[src/rtl/core/afodm_pkg.sv]
`timescale 1ns / 1ps
`default_nettype none
// ----------------------------------------------------------------------------
// afodm_pkg: shared definitions of the fade-out / downmix block
// widths, register indexes, reset values, op codes, state and lane control types
// ----------------------------------------------------------------------------
package afodm_pkg;

    localparam int SAMPLE_BITS_DEF = 16;
    localparam int LEN_BITS        = 32;
    localparam int FADE_BITS       = 24;
    localparam int CFG_IDX_BITS    = 2;

    typedef logic [CFG_IDX_BITS-1:0] t_reg_idx;

    localparam t_reg_idx REG_TOTAL_LEN = 2'd0;
    localparam t_reg_idx REG_FADE_LEN  = 2'd1;
    localparam t_reg_idx REG_MONO_MODE = 2'd2;

    localparam logic [LEN_BITS-1:0]  TOTAL_LEN_RST = 32'd8640000;
    localparam logic [FADE_BITS-1:0] FADE_LEN_RST  = 24'd480000;

    // input op codes
    localparam logic OP_FRAME = 1'b0;
    localparam logic OP_START = 1'b1;

    typedef enum logic [1:0] {
        ST_IDLE,
        ST_MUL,
        ST_DIV,
        ST_FIN
    } t_state;

    typedef struct packed {
        logic load;
        logic mul_step;
        logic div_step;
        logic div_first;
    } t_lane_ctl;

endpackage
`default_nettype wire

[src/rtl/core/afodm_in_if.sv]
`timescale 1ns / 1ps
`default_nettype none
// ----------------------------------------------------------------------------
// afodm_in_if: input word channel
// valid/ready handshake carrying op and one stereo sample frame
// ----------------------------------------------------------------------------
interface afodm_in_if
    import afodm_pkg::*;
#(
    parameter int SAMPLE_BITS = SAMPLE_BITS_DEF
) ();
    logic                          valid;
    logic                          ready;
    logic                          op;
    logic signed [SAMPLE_BITS-1:0] left_in;
    logic signed [SAMPLE_BITS-1:0] right_in;

    modport source (output valid, output op, output left_in, output right_in, input ready);
    modport sink   (input valid, input op, input left_in, input right_in, output ready);
endinterface
`default_nettype wire

[src/rtl/core/afodm_out_if.sv]
`timescale 1ns / 1ps
`default_nettype none
// ----------------------------------------------------------------------------
// afodm_out_if: result word channel
// valid/ready handshake carrying one faded frame and the final-frame flag
// ----------------------------------------------------------------------------
interface afodm_out_if
    import afodm_pkg::*;
#(
    parameter int SAMPLE_BITS = SAMPLE_BITS_DEF
) ();
    logic                          valid;
    logic                          ready;
    logic signed [SAMPLE_BITS-1:0] left_out;
    logic signed [SAMPLE_BITS-1:0] right_out;
    logic                          final_frame;

    modport source (output valid, output left_out, output right_out, output final_frame,
                    input ready);
    modport sink   (input valid, input left_out, input right_out, input final_frame,
                    output ready);
endinterface
`default_nettype wire

[src/rtl/core/afodm_lane.sv]
`timescale 1ns / 1ps
`default_nettype none
// ----------------------------------------------------------------------------
// afodm_lane: serial gain lane
// bit-serial multiply of |sample| by the frame count, then restoring divide
// by the fade length, one quotient bit a cycle, sign restored at the end
// ----------------------------------------------------------------------------
module afodm_lane
    import afodm_pkg::*;
#(
    parameter int SAMPLE_BITS = SAMPLE_BITS_DEF
) (
    input  wire logic                          i_clk,
    input  wire t_lane_ctl                     i_ctl,
    input  wire logic signed [SAMPLE_BITS-1:0] i_sample,
    input  wire logic                          i_mbit,
    input  wire logic [FADE_BITS-1:0]          i_fade,
    output logic signed [SAMPLE_BITS-1:0]      o_sample,
    output logic signed [SAMPLE_BITS-1:0]      o_scaled
);
    localparam int ACC_W = SAMPLE_BITS + FADE_BITS;

    logic                          r_neg;
    logic [SAMPLE_BITS-1:0]        r_mag;
    logic signed [SAMPLE_BITS-1:0] r_smp;
    logic [ACC_W-1:0]              r_acc;
    logic [FADE_BITS-1:0]          r_rem;

    logic [SAMPLE_BITS:0]          w_sum;
    logic [FADE_BITS-1:0]          w_rsrc;
    logic [FADE_BITS:0]            w_trial;
    logic [FADE_BITS:0]            w_diff;
    logic                          w_ge;

    // multiply: add into the top, shift right through the low part
    assign w_sum = {1'b0, r_acc[ACC_W-1:FADE_BITS]}
                 + (i_mbit ? {1'b0, r_mag} : {(SAMPLE_BITS+1){1'b0}});

    // divide: upper product bits are already below the divisor
    assign w_rsrc  = i_ctl.div_first ? r_acc[ACC_W-1:SAMPLE_BITS] : r_rem;
    assign w_trial = {w_rsrc, r_acc[SAMPLE_BITS-1]};
    assign w_diff  = w_trial - {1'b0, i_fade};
    assign w_ge    = (w_trial >= {1'b0, i_fade});

    always_ff @(posedge i_clk) begin
        if (i_ctl.load) begin
            r_smp <= i_sample;
            r_neg <= i_sample[SAMPLE_BITS-1];
            r_mag <= i_sample[SAMPLE_BITS-1] ? (~i_sample + 1'b1) : i_sample;
            r_acc <= '0;
        end else if (i_ctl.mul_step) begin
            r_acc <= {w_sum, r_acc[FADE_BITS-1:1]};
        end else if (i_ctl.div_step) begin
            r_rem <= w_ge ? w_diff[FADE_BITS-1:0] : w_trial[FADE_BITS-1:0];
            r_acc[SAMPLE_BITS-1:0] <= {r_acc[SAMPLE_BITS-2:0], w_ge};
        end
    end

    assign o_sample = r_smp;
    assign o_scaled = r_neg ? (~r_acc[SAMPLE_BITS-1:0] + 1'b1) : r_acc[SAMPLE_BITS-1:0];

endmodule
`default_nettype wire

[src/rtl/core/audio_fade_out_downmix.sv]
`timescale 1ns / 1ps
`default_nettype none
// ----------------------------------------------------------------------------
// audio_fade_out_downmix: track countdown with linear fade-out and mono mix
// counts frames of a track down from total_len and scales the last
// fade_len frames by frames_left / fade_len, optionally mixing to mono
// ----------------------------------------------------------------------------
//  channel   dir  handshake        word
//  i_in      in   valid / ready    op, left_in, right_in
//  o_out     out  valid / ready    left_out, right_out, final_frame
//  i_cfg_*   in   write enable     register index, write data
//
//  a faded frame loads both lanes, runs the 24-step serial multiply by the
//  frame count and the SAMPLE_BITS-step restoring divide by fade_len, then
//  waits for the output slot; both lanes run side by side
//  a unity-gain frame skips the lanes; a start word or idle frame stays in idle
//  synchronous active-low reset clears the countdown, the state and the
//  result valid, and restores the register reset values
//  a result waiting in the output register does not stop the next word
//  being taken; only the hand-over from the lanes waits for the slot
// ----------------------------------------------------------------------------
module audio_fade_out_downmix
    import afodm_pkg::*;
#(
    parameter int SAMPLE_BITS = SAMPLE_BITS_DEF
) (
    input  wire logic                 i_clk,
    input  wire logic                 i_rst_n,
    afodm_in_if.sink                  i_in,
    afodm_out_if.source               o_out,
    input  wire logic                 i_cfg_we,
    input  wire t_reg_idx             i_cfg_idx,
    input  wire logic [LEN_BITS-1:0]  i_cfg_data
);
    localparam int MAX_STEPS = (FADE_BITS > SAMPLE_BITS) ? FADE_BITS : SAMPLE_BITS;
    localparam int CNT_W     = $clog2(MAX_STEPS);

    // configuration registers
    logic [LEN_BITS-1:0]  r_total_len;
    logic [FADE_BITS-1:0] r_fade_len;
    logic                 r_mono;

    // countdown and sequencer
    logic [LEN_BITS-1:0]  r_frames_left;
    t_state               r_state, n_state;
    logic [CNT_W-1:0]     r_cnt;
    logic [FADE_BITS-1:0] r_mult;
    logic                 r_unity;
    logic                 r_final;

    // output register
    logic                          r_out_valid;
    logic signed [SAMPLE_BITS-1:0] r_out_left;
    logic signed [SAMPLE_BITS-1:0] r_out_right;
    logic                          r_out_final;

    logic                          w_in_acc;
    logic                          w_frame_go;
    logic                          w_slot_free;
    logic                          w_unload;
    logic                          w_ready;
    t_lane_ctl                     w_ctl;

    logic signed [SAMPLE_BITS:0]   w_mix_sum;
    logic signed [SAMPLE_BITS:0]   w_mix_adj;
    logic signed [SAMPLE_BITS-1:0] w_left_src;

    logic signed [SAMPLE_BITS-1:0] w_l_smp, w_l_scl, w_r_smp, w_r_scl;

    assign w_in_acc    = i_in.valid && w_ready;
    // a sample frame that counts: a track is still running
    assign w_frame_go  = w_in_acc && (i_in.op == OP_FRAME) && (r_frames_left != '0);
    assign w_slot_free = !r_out_valid || o_out.ready;

    // mono mix, truncated toward zero
    assign w_mix_sum  = {i_in.left_in[SAMPLE_BITS-1], i_in.left_in}
                      + {i_in.right_in[SAMPLE_BITS-1], i_in.right_in};
    assign w_mix_adj  = w_mix_sum + {{SAMPLE_BITS{1'b0}}, w_mix_sum[SAMPLE_BITS]};
    assign w_left_src = r_mono ? w_mix_adj[SAMPLE_BITS:1] : i_in.left_in;

    // ---- configuration writes
    always_ff @(posedge i_clk) begin
        if (!i_rst_n) begin
            r_total_len <= TOTAL_LEN_RST;
            r_fade_len  <= FADE_LEN_RST;
            r_mono      <= 1'b0;
        end else if (i_cfg_we) begin
            case (i_cfg_idx)
                REG_TOTAL_LEN: r_total_len <= i_cfg_data;
                REG_FADE_LEN:  r_fade_len  <= i_cfg_data[FADE_BITS-1:0];
                REG_MONO_MODE: r_mono      <= i_cfg_data[0];
                default: ;
            endcase
        end
    end

    // ---- next state
    always_comb begin
        n_state = r_state;
        case (r_state)
            ST_IDLE: begin
                if (w_frame_go) begin
                    // unity gain skips the serial lanes
                    if ((r_fade_len == '0) || (r_frames_left > {8'd0, r_fade_len})) begin
                        n_state = ST_FIN;
                    end else begin
                        n_state = ST_MUL;
                    end
                end
            end
            ST_MUL: begin
                if (r_cnt == '0) n_state = ST_DIV;
            end
            ST_DIV: begin
                if (r_cnt == '0) n_state = ST_FIN;
            end
            ST_FIN: begin
                if (w_slot_free) n_state = ST_IDLE;
            end
            default: n_state = ST_IDLE;
        endcase
    end

    // ---- outputs of the sequencer
    always_comb begin
        w_ready  = 1'b0;
        w_unload = 1'b0;
        w_ctl    = '0;
        case (r_state)
            ST_IDLE: begin
                w_ready  = 1'b1;
                w_ctl.load = w_frame_go;
            end
            ST_MUL: begin
                w_ctl.mul_step = 1'b1;
            end
            ST_DIV: begin
                w_ctl.div_step  = 1'b1;
                w_ctl.div_first = (r_cnt == CNT_W'(SAMPLE_BITS - 1));
            end
            ST_FIN: begin
                w_unload = w_slot_free;
            end
            default: ;
        endcase
    end

    assign i_in.ready = w_ready;

    // ---- sequencer registers
    always_ff @(posedge i_clk) begin
        if (!i_rst_n) begin
            r_state       <= ST_IDLE;
            r_frames_left <= '0;
            r_cnt         <= '0;
        end else begin
            r_state <= n_state;
            if (w_in_acc && (i_in.op == OP_START)) begin
                r_frames_left <= r_total_len;
            end else if (w_frame_go) begin
                r_frames_left <= r_frames_left - 1'b1;
            end
            if (r_state == ST_IDLE) begin
                r_cnt <= CNT_W'(FADE_BITS - 1);
            end else if ((r_state == ST_MUL) && (r_cnt == '0)) begin
                r_cnt <= CNT_W'(SAMPLE_BITS - 1);
            end else if (r_cnt != '0) begin
                r_cnt <= r_cnt - 1'b1;
            end
        end
    end

    // frame payload: multiplier bits shift out lsb first
    always_ff @(posedge i_clk) begin
        if (w_frame_go) begin
            r_mult  <= r_frames_left[FADE_BITS-1:0];
            r_unity <= (r_fade_len == '0) || (r_frames_left > {8'd0, r_fade_len});
            r_final <= (r_frames_left == LEN_BITS'(1));
        end else if (r_state == ST_MUL) begin
            r_mult <= {1'b0, r_mult[FADE_BITS-1:1]};
        end
    end

    // ---- gain lanes
    afodm_lane #(
        .SAMPLE_BITS (SAMPLE_BITS)
    ) u_lane_l (
        .i_clk    (i_clk),
        .i_ctl    (w_ctl),
        .i_sample (w_left_src),
        .i_mbit   (r_mult[0]),
        .i_fade   (r_fade_len),
        .o_sample (w_l_smp),
        .o_scaled (w_l_scl)
    );

    afodm_lane #(
        .SAMPLE_BITS (SAMPLE_BITS)
    ) u_lane_r (
        .i_clk    (i_clk),
        .i_ctl    (w_ctl),
        .i_sample (i_in.right_in),
        .i_mbit   (r_mult[0]),
        .i_fade   (r_fade_len),
        .o_sample (w_r_smp),
        .o_scaled (w_r_scl)
    );

    // ---- output register
    always_ff @(posedge i_clk) begin
        if (!i_rst_n) begin
            r_out_valid <= 1'b0;
        end else if (w_unload) begin
            r_out_valid <= 1'b1;
        end else if (o_out.ready) begin
            r_out_valid <= 1'b0;
        end
    end

    always_ff @(posedge i_clk) begin
        if (w_unload) begin
            r_out_left  <= r_unity ? w_l_smp : w_l_scl;
            // right channel held at zero in mono mode
            r_out_right <= r_mono ? '0 : (r_unity ? w_r_smp : w_r_scl);
            r_out_final <= r_final;
        end
    end

    assign o_out.valid       = r_out_valid;
    assign o_out.left_out    = r_out_left;
    assign o_out.right_out   = r_out_right;
    assign o_out.final_frame = r_out_final;

endmodule
`default_nettype wire

[src/flat_wrapper.sv]
// flat-port wrapper written by rule: the top's interface ports become plain ports
module audio_fade_out_downmix_flat import afodm_pkg::*;
#(
    parameter int SAMPLE_BITS = SAMPLE_BITS_DEF
)
  (i_clk, i_rst_n, i_cfg_we, i_cfg_idx, i_cfg_data, i_in_valid, i_in_op, i_in_left_in, i_in_right_in, i_in_ready, o_out_valid, o_out_left_out, o_out_right_out, o_out_final_frame, o_out_ready);
  afodm_in_if #(.SAMPLE_BITS(SAMPLE_BITS)) i_in_i ();
  afodm_out_if #(.SAMPLE_BITS(SAMPLE_BITS)) o_out_i ();
  input  wire logic i_clk;
  input  wire logic i_rst_n;
  input  wire logic i_cfg_we;
  input  wire t_reg_idx i_cfg_idx;
  input  wire logic [LEN_BITS-1:0] i_cfg_data;
  input wire logic [$bits(i_in_i.valid)-1:0] i_in_valid;
  input wire logic [$bits(i_in_i.op)-1:0] i_in_op;
  input wire logic [$bits(i_in_i.left_in)-1:0] i_in_left_in;
  input wire logic [$bits(i_in_i.right_in)-1:0] i_in_right_in;
  output wire logic [$bits(i_in_i.ready)-1:0] i_in_ready;
  output wire logic [$bits(o_out_i.valid)-1:0] o_out_valid;
  output wire logic [$bits(o_out_i.left_out)-1:0] o_out_left_out;
  output wire logic [$bits(o_out_i.right_out)-1:0] o_out_right_out;
  output wire logic [$bits(o_out_i.final_frame)-1:0] o_out_final_frame;
  input wire logic [$bits(o_out_i.ready)-1:0] o_out_ready;
  assign i_in_i.valid = i_in_valid;
  assign i_in_i.op = i_in_op;
  assign i_in_i.left_in = i_in_left_in;
  assign i_in_i.right_in = i_in_right_in;
  assign i_in_ready = i_in_i.ready;
  assign o_out_valid = o_out_i.valid;
  assign o_out_left_out = o_out_i.left_out;
  assign o_out_right_out = o_out_i.right_out;
  assign o_out_final_frame = o_out_i.final_frame;
  assign o_out_i.ready = o_out_ready;
  audio_fade_out_downmix #(.SAMPLE_BITS(SAMPLE_BITS)) u_core (.i_clk(i_clk), .i_rst_n(i_rst_n), .i_in(i_in_i), .o_out(o_out_i), .i_cfg_we(i_cfg_we), .i_cfg_idx(i_cfg_idx), .i_cfg_data(i_cfg_data));
endmodule
[config.mk]
export PLATFORM = sky130hd
export DESIGN_NAME = audio_fade_out_downmix_flat
export DESIGN_NICKNAME = d
export VERILOG_FILES = /design/src/rtl/core/afodm_pkg.sv /design/src/rtl/core/afodm_in_if.sv /design/src/rtl/core/afodm_out_if.sv /design/src/rtl/core/afodm_lane.sv /design/src/rtl/core/audio_fade_out_downmix.sv /design/src/flat_wrapper.sv
export SDC_FILE = /design/constraint.sdc
export NUM_CORES = 1
export LEC_CHECK = 0
export ABC_AREA = 0
export BUFFER_PORTS_ARGS = -buffer_cell sky130_fd_sc_hd__buf_2
export CORE_MARGIN = 8
export CORE_UTILIZATION = 50
export CTS_CLUSTER_SIZE = 14
export DETAILED_ROUTE_END_ITERATION = 16
export GPL_ROUTABILITY_DRIVEN = 0
export GPL_TIMING_DRIVEN = 1
export PLACE_DENSITY_LB_ADDON = 0.2
export RECOVER_POWER = 100
export SETUP_SLACK_MARGIN = 0.05
export SLEW_MARGIN = 10
export SYNTH_ARGS = -nofsm -noshare
export SYNTH_HDL_FRONTEND = slang
export SYNTH_HIERARCHICAL = 1
export SYNTH_SLANG_ARGS = --single-unit
[constraint.sdc]
create_clock -name i_clk -period 5.5 [get_ports i_clk]
set_input_delay 0.825 -clock i_clk [delete_from_list [all_inputs] [get_ports i_clk]]
set_output_delay 0.825 -clock i_clk [all_outputs]
set_load 0.005 [all_outputs]
==> results.yml, run 1 <==
sta:
  worstMarginPinSlew_ns: 3.596
  drv_slew: 172
  rsz0062_at_grt: "no"
  relSlewSlack_pct: -140.2
  fin_skew_ns: 0.04330
  finalCritPeriodShare_pct: 90.35
  hold_violations: 0
  fmax_mhz: 201.2
  min_period_ns: 4.969
  tns_ns: 0
  setup_viol: 0
clock_network:
  clock-sinks: 346
  cts_hold_buf: 0
  post_cts_buffers: 0
  clk_latency_ns: 0.60
  cts_max_level: 2
  clk_pin_slew_ns: 0.06
  ctsResizeCount: 0
  cts_buffer_depth: 3
  cts_root_buf: "clkbuf_16"
  tritoncts: "done"
  cts_made_buffers: 41
critical_path:
  start_kind: "primary input"
  slowest_delay_ns: 0.61
  path_delay_family: "compound AO/OA/AOI/OAI gates"
  cp-end-kind: "flop"
  critPathBufInv: 3
  cp.arrival_ns: 5.30
  cp.required_ns: 5.83
  cp_slowest_cell: "o31ai_1"
  crit_chain: "clkbuf_1 -> ha_1 -> inv_1 -> fa_1 -> nand2b_1 -> a21o_1 -> a2111o_1 -> a21o_1 -> and2_0 -> ha_1 -> nand2_1 -> nor2_1 -> and4_1 -> nand2_1 -> nor3_1 -> o31ai_1 -> clkbuf_1 -> o21ai_0 -> xnor2_1"
  critical_path_class: "in -> reg"
  cp_max_fo: 11
floorplanning:
  fp-row-count: 77
  die_h_um: 226.9
  ios: 107
  start_util_pct: 50.49
  fp.dieW_um: 226.9
  dieArea_um2: 51460
  core_area_um2: 44030
power_and_ir_drop:
  seqPwrFrac_pct: 34.9
  leakagePower_nw: 9.660
  power_density_nw_per_um2: 454.0
  internal_power_w: 0.006981
  power.clock.fraction_pct: 26.7
  p_sw_w: 0.004170
  share_comb_of_total_power_pct: 38.4
  irDropWorstVdd_uv: 295.0
  switching_share_pct: 37.40
route:
  avgViaCountPerCell: 5.917
  avgRoutedWirePerCell_um: 18.86
  postRouteAntennaNets: 0
  drt_pre_antenna_iters: 5
  drc_errors: 0
  vias: 18670
  drtIter0Drc: 1396
  wirelength_um: 59490
grt:
  grt_overflow: 0
  grt_pass1_vias: 17740
  antenna_found_initial: 1
  grt_pass1_wl_um: 94340
  grt_max_degree: 146
  grt_use_total_pct: 22.69
final_layout:
  layout-drive-gt1-share_pct: 9.442
  finalNetCount: 2744
  num_antenna_cells: 0
  final_util_pct: 55.78
  syn_to_final_growth_pct: 10.49
synth:
  syn_area_um2: 22230
  synthCells: 2483
  synth.avg_cell_area_um2: 8.953
  yosys_warnings: 6
  synth-edff-count: 169
  yosys.cell_types.count: 94
  synth.yosys.seq_area_share_pct: 38.77
  ys_ff_latch: 346
  synthArstFlopShare_pct: 0
  synth-main-ff-cell: "dfxtp_1"
  synth_nets: 2697
run:
  maxCapViolations: 4
hold_path:
  hold_class: "reg -> reg"
placement:
  port_buffers: 106
  dp_hpwl_um: 43090
status:
  violations: "max-capacitance violations, max-slew violations"
  status: "finished with violations"
## layout by cell type, fill, tap and decap left out, types with 9 or more instances in the layout
| cell type | n |
|---|---|
| clkbuf_16 | 45 |
| and3_1 | 11 |
| buf_4 | 9 |
| xnor2_1 | 91 |
| nand3_1 | 55 |
| mux2_2 | 65 |
| buf_2 | 63 |
| nand2b_1 | 28 |
| inv_1 | 122 |
| mux2_1 | 16 |
| nor3_1 | 45 |
| o21ai_0 | 113 |
| nor3b_1 | 11 |
| nand4_1 | 20 |
| edfxtp_1 | 169 |
| nand2_1 | 318 |
| o311ai_0 | 10 |
| clkbuf_8 | 10 |
| a211oi_1 | 23 |
| nor2b_1 | 17 |
| and2_1 | 37 |
| nor4_1 | 19 |
| o31ai_1 | 26 |
| dfxtp_1 | 177 |
| or3_1 | 33 |
| a21o_1 | 42 |
| nor2_1 | 222 |
| o211ai_1 | 26 |
| ha_1 | 136 |
| clkbuf_1 | 60 |
| a31oi_1 | 23 |
| o21bai_1 | 12 |
| a21oi_1 | 195 |
| mux2i_1 | 83 |
| xor2_1 | 45 |
| o21a_1 | 14 |
## per-layer routing
layer  GRT usage (%)  part of all wire [%]  vias to the layer above
met4           8.707                   3.5                        0
met2           37.16                    45                      616
li1                -                     -                     9023
met5               0                     0                        -
met3           3.091                   6.1                      128
met1           30.15                    45                     8902
## metrics by stage
stage	cell area, um^2	setup WS (ns)	total power, W	hold slack, ns	std cells
6_report	24560	0.5308	0.01115	0.4223	3155
5_1_grt	24560	0.2225	0.01183	0.4319	3155
4_1_cts	24700	0.7611	0.01121	0.4279	3155
3_5_place_dp	23210	0.2305	0.008187	0.4136	3079
3_3_place_gp	23210	0.3197	0.008068	0.4067	3079
2_1_floorplan	22240	0.7056	0.007088	0.4003	2483
## synthesized netlist by cell type, drive strengths merged (6+ instances only)
library cell,number,area share (%)
nand2,318,5.4
nor3,45,1.0
nor2,223,3.8
o21ai,118,2.7
mux2i,83,3.7
xnor2,91,3.6
inv,123,2.1
and4,7,0.29
nor2b,17,0.48
or3,33,0.93
dfxtp,177,16
nor3b,12,0.41
or2,7,0.22
a211oi,24,0.83
a21o,43,1.5
xor2,45,1.8
edfxtp,169,23
nand2b,28,0.79
a22oi,6,0.20
o22ai,6,0.17
o211ai,28,0.99
a21oi,197,4.5
nor4,21,0.75
nor4bb,7,0.32
o21bai,12,0.41
or4,7,0.25
o31ai,26,0.88
mux2,83,4.2
o311ai,11,0.51
a31oi,24,0.68
ha,137,7.7
nand3,55,1.3
buf,38,0.95
and3,11,0.31
o21a,14,0.47
and2,43,1.2
clkbuf,83,1.4
nand4,20,0.56
a41oi,7,0.28
## layout make-up
type                    instances  area, um^2
multi-input cells            1893       12640
flip-flops and latches        346        8618
inverters                     123       466.7
clock buffers                  63        1294
well taps                     592       740.7
fillers                      4030       19470
repair buffers                125       598.1
clock inverters                13       201.4
## flip-flops by register name (all words and copies together), names as in the netlist, 2 cells and up
register,flops
u_core/u_lane_l/o_sample,14
u_core/u_lane_l/r_rem,24
u_core/u_lane_r/r_acc,40
u_core/r_frames_left,32
u_core/r_mult,24
u_core/o_out.right_out,16
u_core/o_out.left_out,16
u_core/r_fade_len,24
u_core/r_state,2
u_core/u_lane_r/o_sample,14
u_core/u_lane_r/r_mag,16
u_core/u_lane_l/r_mag,16
u_core/u_lane_l/r_acc,40
u_core/r_total_len,32
u_core/u_lane_r/r_rem,24
u_core/r_cnt,5
## cell families (layout without fill, tap and decap cells)
family | Yosys count | count (layout) | share of synthesized area (%)
fa+ha+maj | 142 | 142 | 8.161
simple gates | 876 | 876 | 18.85
xor+xnor | 136 | 136 | 5.358
flops | 346 | 346 | 38.77
compound gates | 573 | 573 | 16.45
buf+inv | 244 | 324 | 4.435
mux | 166 | 166 | 7.976
## path summary, 6_finish.rpt
path,start,endpoint,slack (ns),cells past startpoint
worst max-delay path,i_in_right_in[0],u_core/u_lane_l/r_mag[8],0.53,19
worst min-delay path,u_core/r_final,u_core/o_out.final_frame,0.42,0
worst max register to register,u_core/r_state[1],u_core/u_lane_l/r_acc[37],0.63,9
worst min register to register,u_core/r_final,u_core/o_out.final_frame,0.42,0
## power groups by stage
stage	Clock, W	Combinational, W	Sequential [W]
finish	0.00298	0.00428	0.00389
global route	0.00312	0.00475	0.00395
detailed placement	0	0.00426	0.00393
global placement	0	0.00415	0.00392
CTS	0.00303	0.00429	0.00388
floorplan	0	0.00335	0.00373
No activity file was read; power rests on OpenSTA's default activity.
==> run 2: changes to the inputs <==
--- a/config.mk
+++ b/config.mk
@@ -5,7 +5,7 @@
 export SDC_FILE = /design/constraint.sdc
 export NUM_CORES = 1
 export LEC_CHECK = 0
-export ABC_AREA = 0
+export ABC_AREA = 1
 export BUFFER_PORTS_ARGS = -buffer_cell sky130_fd_sc_hd__buf_2
 export CORE_MARGIN = 8
 export CORE_UTILIZATION = 50
==> run 2 against run 1 <==
Against the previous run:
- the flow still finishes with violations (max-capacitance violations, max-slew violations)
- first-iteration DRC count up 52%
- sequential share of layout area down 2.7 points
- register-to-register slack better by 0.04 ns
- setup slack better by 0.14 ns
- sequential cell count unchanged
- combinational power up 33%
- cell count up 35%
- clock power up 6%
- die area up 8.0%
- cell area up 8.4%
- total power up 14%
- critical path type is now reg -> reg
- largest cell class unchanged
==> results.yml, run 2 <==
critical_path:
  cp_slowest_cell: "clkinvlp_2"
  slowest_delay_ns: 1.37
  start_kind: "flop"
  critical_path_class: "reg -> reg"
  path_delay_family: "buffers and inverters"
  cp-end-kind: "flop"
  cp.arrival_ns: 5.32
  ff2ff_path_depth: 11
  r2r_slack_ns: 0.67
  rr_endpoint: "u_core/u_lane_l/r_acc[39]"
  cp.required_ns: 5.98
  cp_max_fo: 62
  cpMostUsedCell: "inv_1"
  critPathBufInv: 4
  crit-reg2reg-launch: "u_core/r_frames_left[0]"
  crit_chain: "inv_1 -> ha_1 -> nand2_1 -> nor2_4 -> nand4_4 -> o21ai_4 -> clkinvlp_2 -> buf_12 -> inv_1 -> o21ai_0 -> a31oi_1"
clock_network:
  clk_latency_ns: 0.58
  tritoncts: "done"
  post_cts_buffers: 0
  cts_buffer_depth: 3
  ctsResizeCount: 0
  cts_made_buffers: 40
  clock-sinks: 346
  cts_max_level: 2
  cts_root_buf: "clkbuf_16"
  clk_pin_slew_ns: 0.06
  cts_hold_buf: 0
synth:
  synth.avg_cell_area_um2: 6.798
  yosys.cell_types.count: 53
  synth_top_area_share_pct: 21.02
  synthArstFlopShare_pct: 0
  yosys_warnings: 6
  ys_top_cells_by_area: "edfxtp_1, nand2_1, dfxtp_1, inv_1, ha_1"
  synth.yosys.seq_area_share_pct: 35.69
  syn_area_um2: 24150
  synth-main-ff-cell: "dfxtp_1"
  yosysMostFrequentCell: "nand2_1"
  synth_nets: 3766
  synth_top_area_cell: "edfxtp_1"
  ys_top_cells_by_count: "nand2_1, inv_1, nor2_1"
  ys_ff_latch: 346
  synthCells: 3552
  synth-edff-count: 169
floorplanning:
  fp-row-count: 80
  core_area_um2: 47750
  ios: 107
  dieArea_um2: 55580
  die_h_um: 235.8
  start_util_pct: 50.57
  fp.dieW_um: 235.8
sta:
  finalCritPeriodShare_pct: 87.86
  fmax_mhz: 206.9
  hold_violations: 0
  rsz0062_at_grt: "no"
  setup_viol: 0
  fin_ws_ns: 0.6675
  fin_skew_ns: 0.02492
  drv_slew: 230
  worstMarginPinSlew_ns: 2.288
  tns_ns: 0
  relSlewSlack_pct: -52.50
  min_period_ns: 4.832
hold_path:
  hold_end: "u_core/o_out.final_frame"
  hold_path_depth: 0
  hold_start: "u_core/r_final"
  hold_class: "reg -> reg"
final_layout:
  reg_top3: "u_core/u_lane_l/r_acc: 40 flops, u_core/u_lane_r/r_acc: 40 flops"
  finalNonFillerCells: 4259
  final_common_cell: "nand2_1"
  final_area_um2: 26620
  syn_to_final_growth_pct: 10.24
  finalNetCount: 3825
  layout-drive-gt1-share_pct: 5.600
  layout_common_cells: "nand2_1, inv_1, nor2_1"
route:
  drc_errors: 0
  drtIter0Drc: 2115
  avgRoutedWirePerCell_um: 16.28
  vias: 22700
  postRouteAntennaNets: 0
  wirelength_um: 69320
  drt_pre_antenna_iters: 6
  avgViaCountPerCell: 5.329
run:
  maxCapViolations: 6
placement:
  placed_area_um2: 25130
  dp.cells: 4184
  dp_slack_ns: 0.6381
  dp_hpwl_um: 51950
  port_buffers: 106
power_and_ir_drop:
  leakagePower_nw: 13.36
  power_w: 0.01276
  power_density_nw_per_um2: 479.2
  irDropWorstVdd_uv: 423.7
grt:
  grt_max_degree: 63
  antenna_found_initial: 2
  grt_pass1_wl_um: 109500
  grt_use_total_pct: 23.95
  grt_overflow: 0
  grt_pass1_vias: 20900
status:
  status: "finished with violations"
  violations: "max-capacitance violations, max-slew violations"
-- run 2: cell families after synthesis --
group           after synthesis  synth area share (%)
xor+xnor                    100                 3.627
buf+inv                     685                 11.00
mux                           8                0.3731
fa+ha+maj                   142                 7.514
simple gates               1792                 30.79
flops                       346                 35.69
compound gates              479                 11.00
-- run 2: report_power, final --
part           switching (W)  internal [W]
clock                0.00115       0.00202
combinational        0.00383       0.00184
sequential          0.000403       0.00350
-- run 2: routing by layer --
metal  track usage, %  share of wire, %  wire length (um)
met4            8.440               3.3              2295
met3            3.020               6.4              4404
met2            39.14                45             31510
met5                0             0.019                13
met1            32.35                45             31100
-- run 2: layout make-up --
type | instances | area (um^2)
Tap cell | 615 | 769.5
Inverter | 578 | 2171
Multi-Input combinational cell | 2521 | 12870
Clock buffer | 54 | 1204
Fill cell | 4760 | 21130
Timing Repair Buffer | 124 | 598.1
Clock inverter | 20 | 389.1
Antenna cell | 1 | 2.502
Sequential cell | 346 | 8618
-- run 2: worst max path at each step --
stage	slack (ns)	endpoint	start	depth (start not counted)
detailed placement	0.64	u_core/u_lane_l/r_mag[2]	i_in_right_in[0]	30
global route	0.30	u_core/u_lane_r/r_acc[0]	u_core/r_frames_left[0]	11
finish	0.67	u_core/u_lane_l/r_acc[39]	u_core/r_frames_left[0]	11
global placement	0.67	u_core/u_lane_l/r_mag[2]	i_in_right_in[0]	30
floorplan	1.14	u_core/u_lane_l/r_rem[0]	u_core/r_frames_left[0]	11
CTS	1.03	u_core/u_lane_l/r_rem[18]	u_core/r_state[0]	19
-- run 2: metrics by stage --
stage | hold WS, ns | utilization, %
after global placement | 0.4050 | 52.63
after CTS | 0.4375 | 55.97
after detailed placement | 0.4271 | 52.63
after floorplan | 0.4003 | -
final | 0.4331 | 55.75
after global routing | 0.4397 | 55.75
==> run 3: changes to the inputs <==
--- a/config.mk
+++ b/config.mk
@@ -7,6 +7,7 @@
 export LEC_CHECK = 0
 export ABC_AREA = 1
 export BUFFER_PORTS_ARGS = -buffer_cell sky130_fd_sc_hd__buf_2
+export CORE_ASPECT_RATIO = 1.5
 export CORE_MARGIN = 8
 export CORE_UTILIZATION = 50
 export CTS_CLUSTER_SIZE = 14
@@ -15,6 +16,7 @@
 export GPL_TIMING_DRIVEN = 1
 export PLACE_DENSITY_LB_ADDON = 0.2
 export RECOVER_POWER = 100
+export REMOVE_ABC_BUFFERS = 1
 export SETUP_SLACK_MARGIN = 0.05
 export SLEW_MARGIN = 10
 export SYNTH_ARGS = -nofsm -noshare
==> run 3 against run 2 <==
Against the previous run:
- the flow still finishes with violations (max-capacitance violations, max-slew violations)
- fmax up 0.44%
- clock skew fell by 0.0012 ns
- core utilization shrank 0.60 points
- cell count shrank 0.45%
- register-to-register slack better by 0.02 ns
- hold slack improved by 0.011 ns
==> results.yml, run 3 (synthesized netlist as in run 2, its figures left out) <==
critical_path:
  start_kind: "flop"
  cp_max_fo: 54
  cp-end-kind: "flop"
  cp.required_ns: 5.81
  critical_path_class: "reg -> reg"
  cp.arrival_ns: 5.12
hold_path:
  hold_class: "reg -> reg"
sta:
  fin_skew_ns: 0.02376
  rsz0062_at_grt: "no"
  hold_ws_ns: 0.4444
  tns_ns: 0
  fmax_mhz: 207.8
  relSlewSlack_pct: -105.9
  setup_viol: 0
  finalCritPeriodShare_pct: 87.48
  min_period_ns: 4.812
  worstMarginPinSlew_ns: 3.077
  drv_slew: 216
  hold_violations: 0
floorplanning:
  die_h_um: 285.1
  core_area_um2: 47700
  fp.dieW_um: 195.4
  start_util_pct: 50.62
  fp-row-count: 98
  ios: 107
  dieArea_um2: 55720
power_and_ir_drop:
  irDropWorstVdd_uv: 282.7
  power_density_nw_per_um2: 468.4
  power_w: 0.01232
  leakagePower_nw: 13.21
clock_network:
  clock-sinks: 346
  cts_max_level: 2
  clk_latency_ns: 0.56
  post_cts_buffers: 0
  cts_root_buf: "clkbuf_16"
  cts_made_buffers: 38
  clk_pin_slew_ns: 0.06
  cts_buffer_depth: 3
  ctsResizeCount: 0
  cts_hold_buf: 0
  tritoncts: "done"
placement:
  placed_area_um2: 25110
  dp_hpwl_um: 54190
  dp.cells: 4171
  port_buffers: 106
final_layout:
  finalNonFillerCells: 4240
  layout-drive-gt1-share_pct: 5.247
  num_antenna_cells: 0
  final_common_cell: "nand2_1"
  syn_to_final_growth_pct: 8.939
  fillers: 4710
  layout_common_cells: "nand2_1, inv_1, nor2_1"
  reg_top3: "u_core/u_lane_l/r_acc: 40 flops, u_core/u_lane_r/r_acc: 40 flops"
  finalNetCount: 3825
  final_area_um2: 26300
grt:
  grt_overflow: 0
  antenna_found_initial: 0
  grt_pass1_wl_um: 110900
  grt_use_total_pct: 24.48
  grt_pass1_vias: 21570
  grt_max_degree: 74
route:
  drtIter0Drc: 1293
  wl_met2_um: 36200
  wirelength_um: 70430
  postRouteAntennaNets: 0
  drt_pre_antenna_iters: 6
  routed-wl-met3_um: 2826
  m1WireLength_um: 27410
  avgRoutedWirePerCell_um: 16.61
  avgViaCountPerCell: 5.330
  drc_errors: 0
  vias: 22600
  top_layer: "met4"
status:
  violations: "max-capacitance violations, max-slew violations"
  status: "finished with violations"
run:
  maxCapViolations: 5
-- run 3: changes by cell type in the layout (fill, tap and decap cells not counted), moves of 4 or more --
cell       delta
buf_2         -4
buf_4         +6
bufinv_16     -7
clkbuf_1      +5
clkbuf_16     -5
inv_2         -4
-- run 3: path summary, 6_finish.rpt --
path | start | to | slack [ns] | cells past startpoint
max | u_core/r_state[0] | u_core/u_lane_r/r_rem[18] | 0.69 | 15
min | u_core/r_final | u_core/o_out.final_frame | 0.44 | 0
max reg2reg | u_core/r_state[0] | u_core/u_lane_r/r_rem[18] | 0.69 | 15
min reg2reg | u_core/r_final | u_core/o_out.final_frame | 0.44 | 0
-- run 3: critical path: stages (launching register included) --
cell	delay (ns)
dfxtp_1	0.32
inv_1	0.10
ha_1	0.17
nand3_1	0.09
nor3_1	0.18
buf_4	0.51
nor2_1	0.11
a21oi_1	0.48
ha_1	0.43
nand2_1	0.15
nor2_1	0.08
and3_1	0.23
nand3_2	0.42
nand3_1	0.83
nand2_1	0.33
nand2_1	0.07
-- run 3: through the flow --
step	utilization, %	setup WS [ns]
finish	55.15	0.6885
CTS	55.40	1.142
detailed placement	52.65	0.5803
global route	55.15	0.3502
global placement	52.65	0.6312
floorplan	-	-1.598
-- run 3: per-layer routing --
| layer | vias to the layer above | GRT usage, % |
|---|---|---|
| met4 | 0 | 13.43 |
| met5 | - | 0 |
| met2 | 630 | 45.85 |
| met1 | 10260 | 26.63 |
| li1 | 11520 | - |
| met3 | 195 | 2.417 |
-- run 3: layout make-up --
cell class / count / area (um^2) / area share (%)
clock buffer: 52 / 1096 / 4.167
clock inverter: 17 / 216.5 / 0.8229
inverter: 578 / 2171 / 8.253
multi-input combinational: 2521 / 12850 / 48.84
sequential: 346 / 8618 / 32.76
tap: 600 / 750.7 / 2.854
timing repair buffer: 126 / 605.6 / 2.302
-- run 3: power by group --
part           switching [W]  leakage, nW  internal [W]  total (W)
clock                0.00113        0.639       0.00156    0.00268
sequential          0.000385         3.02       0.00351    0.00389
combinational        0.00390         9.55       0.00184    0.00574
total                0.00541         13.2       0.00691     0.0123
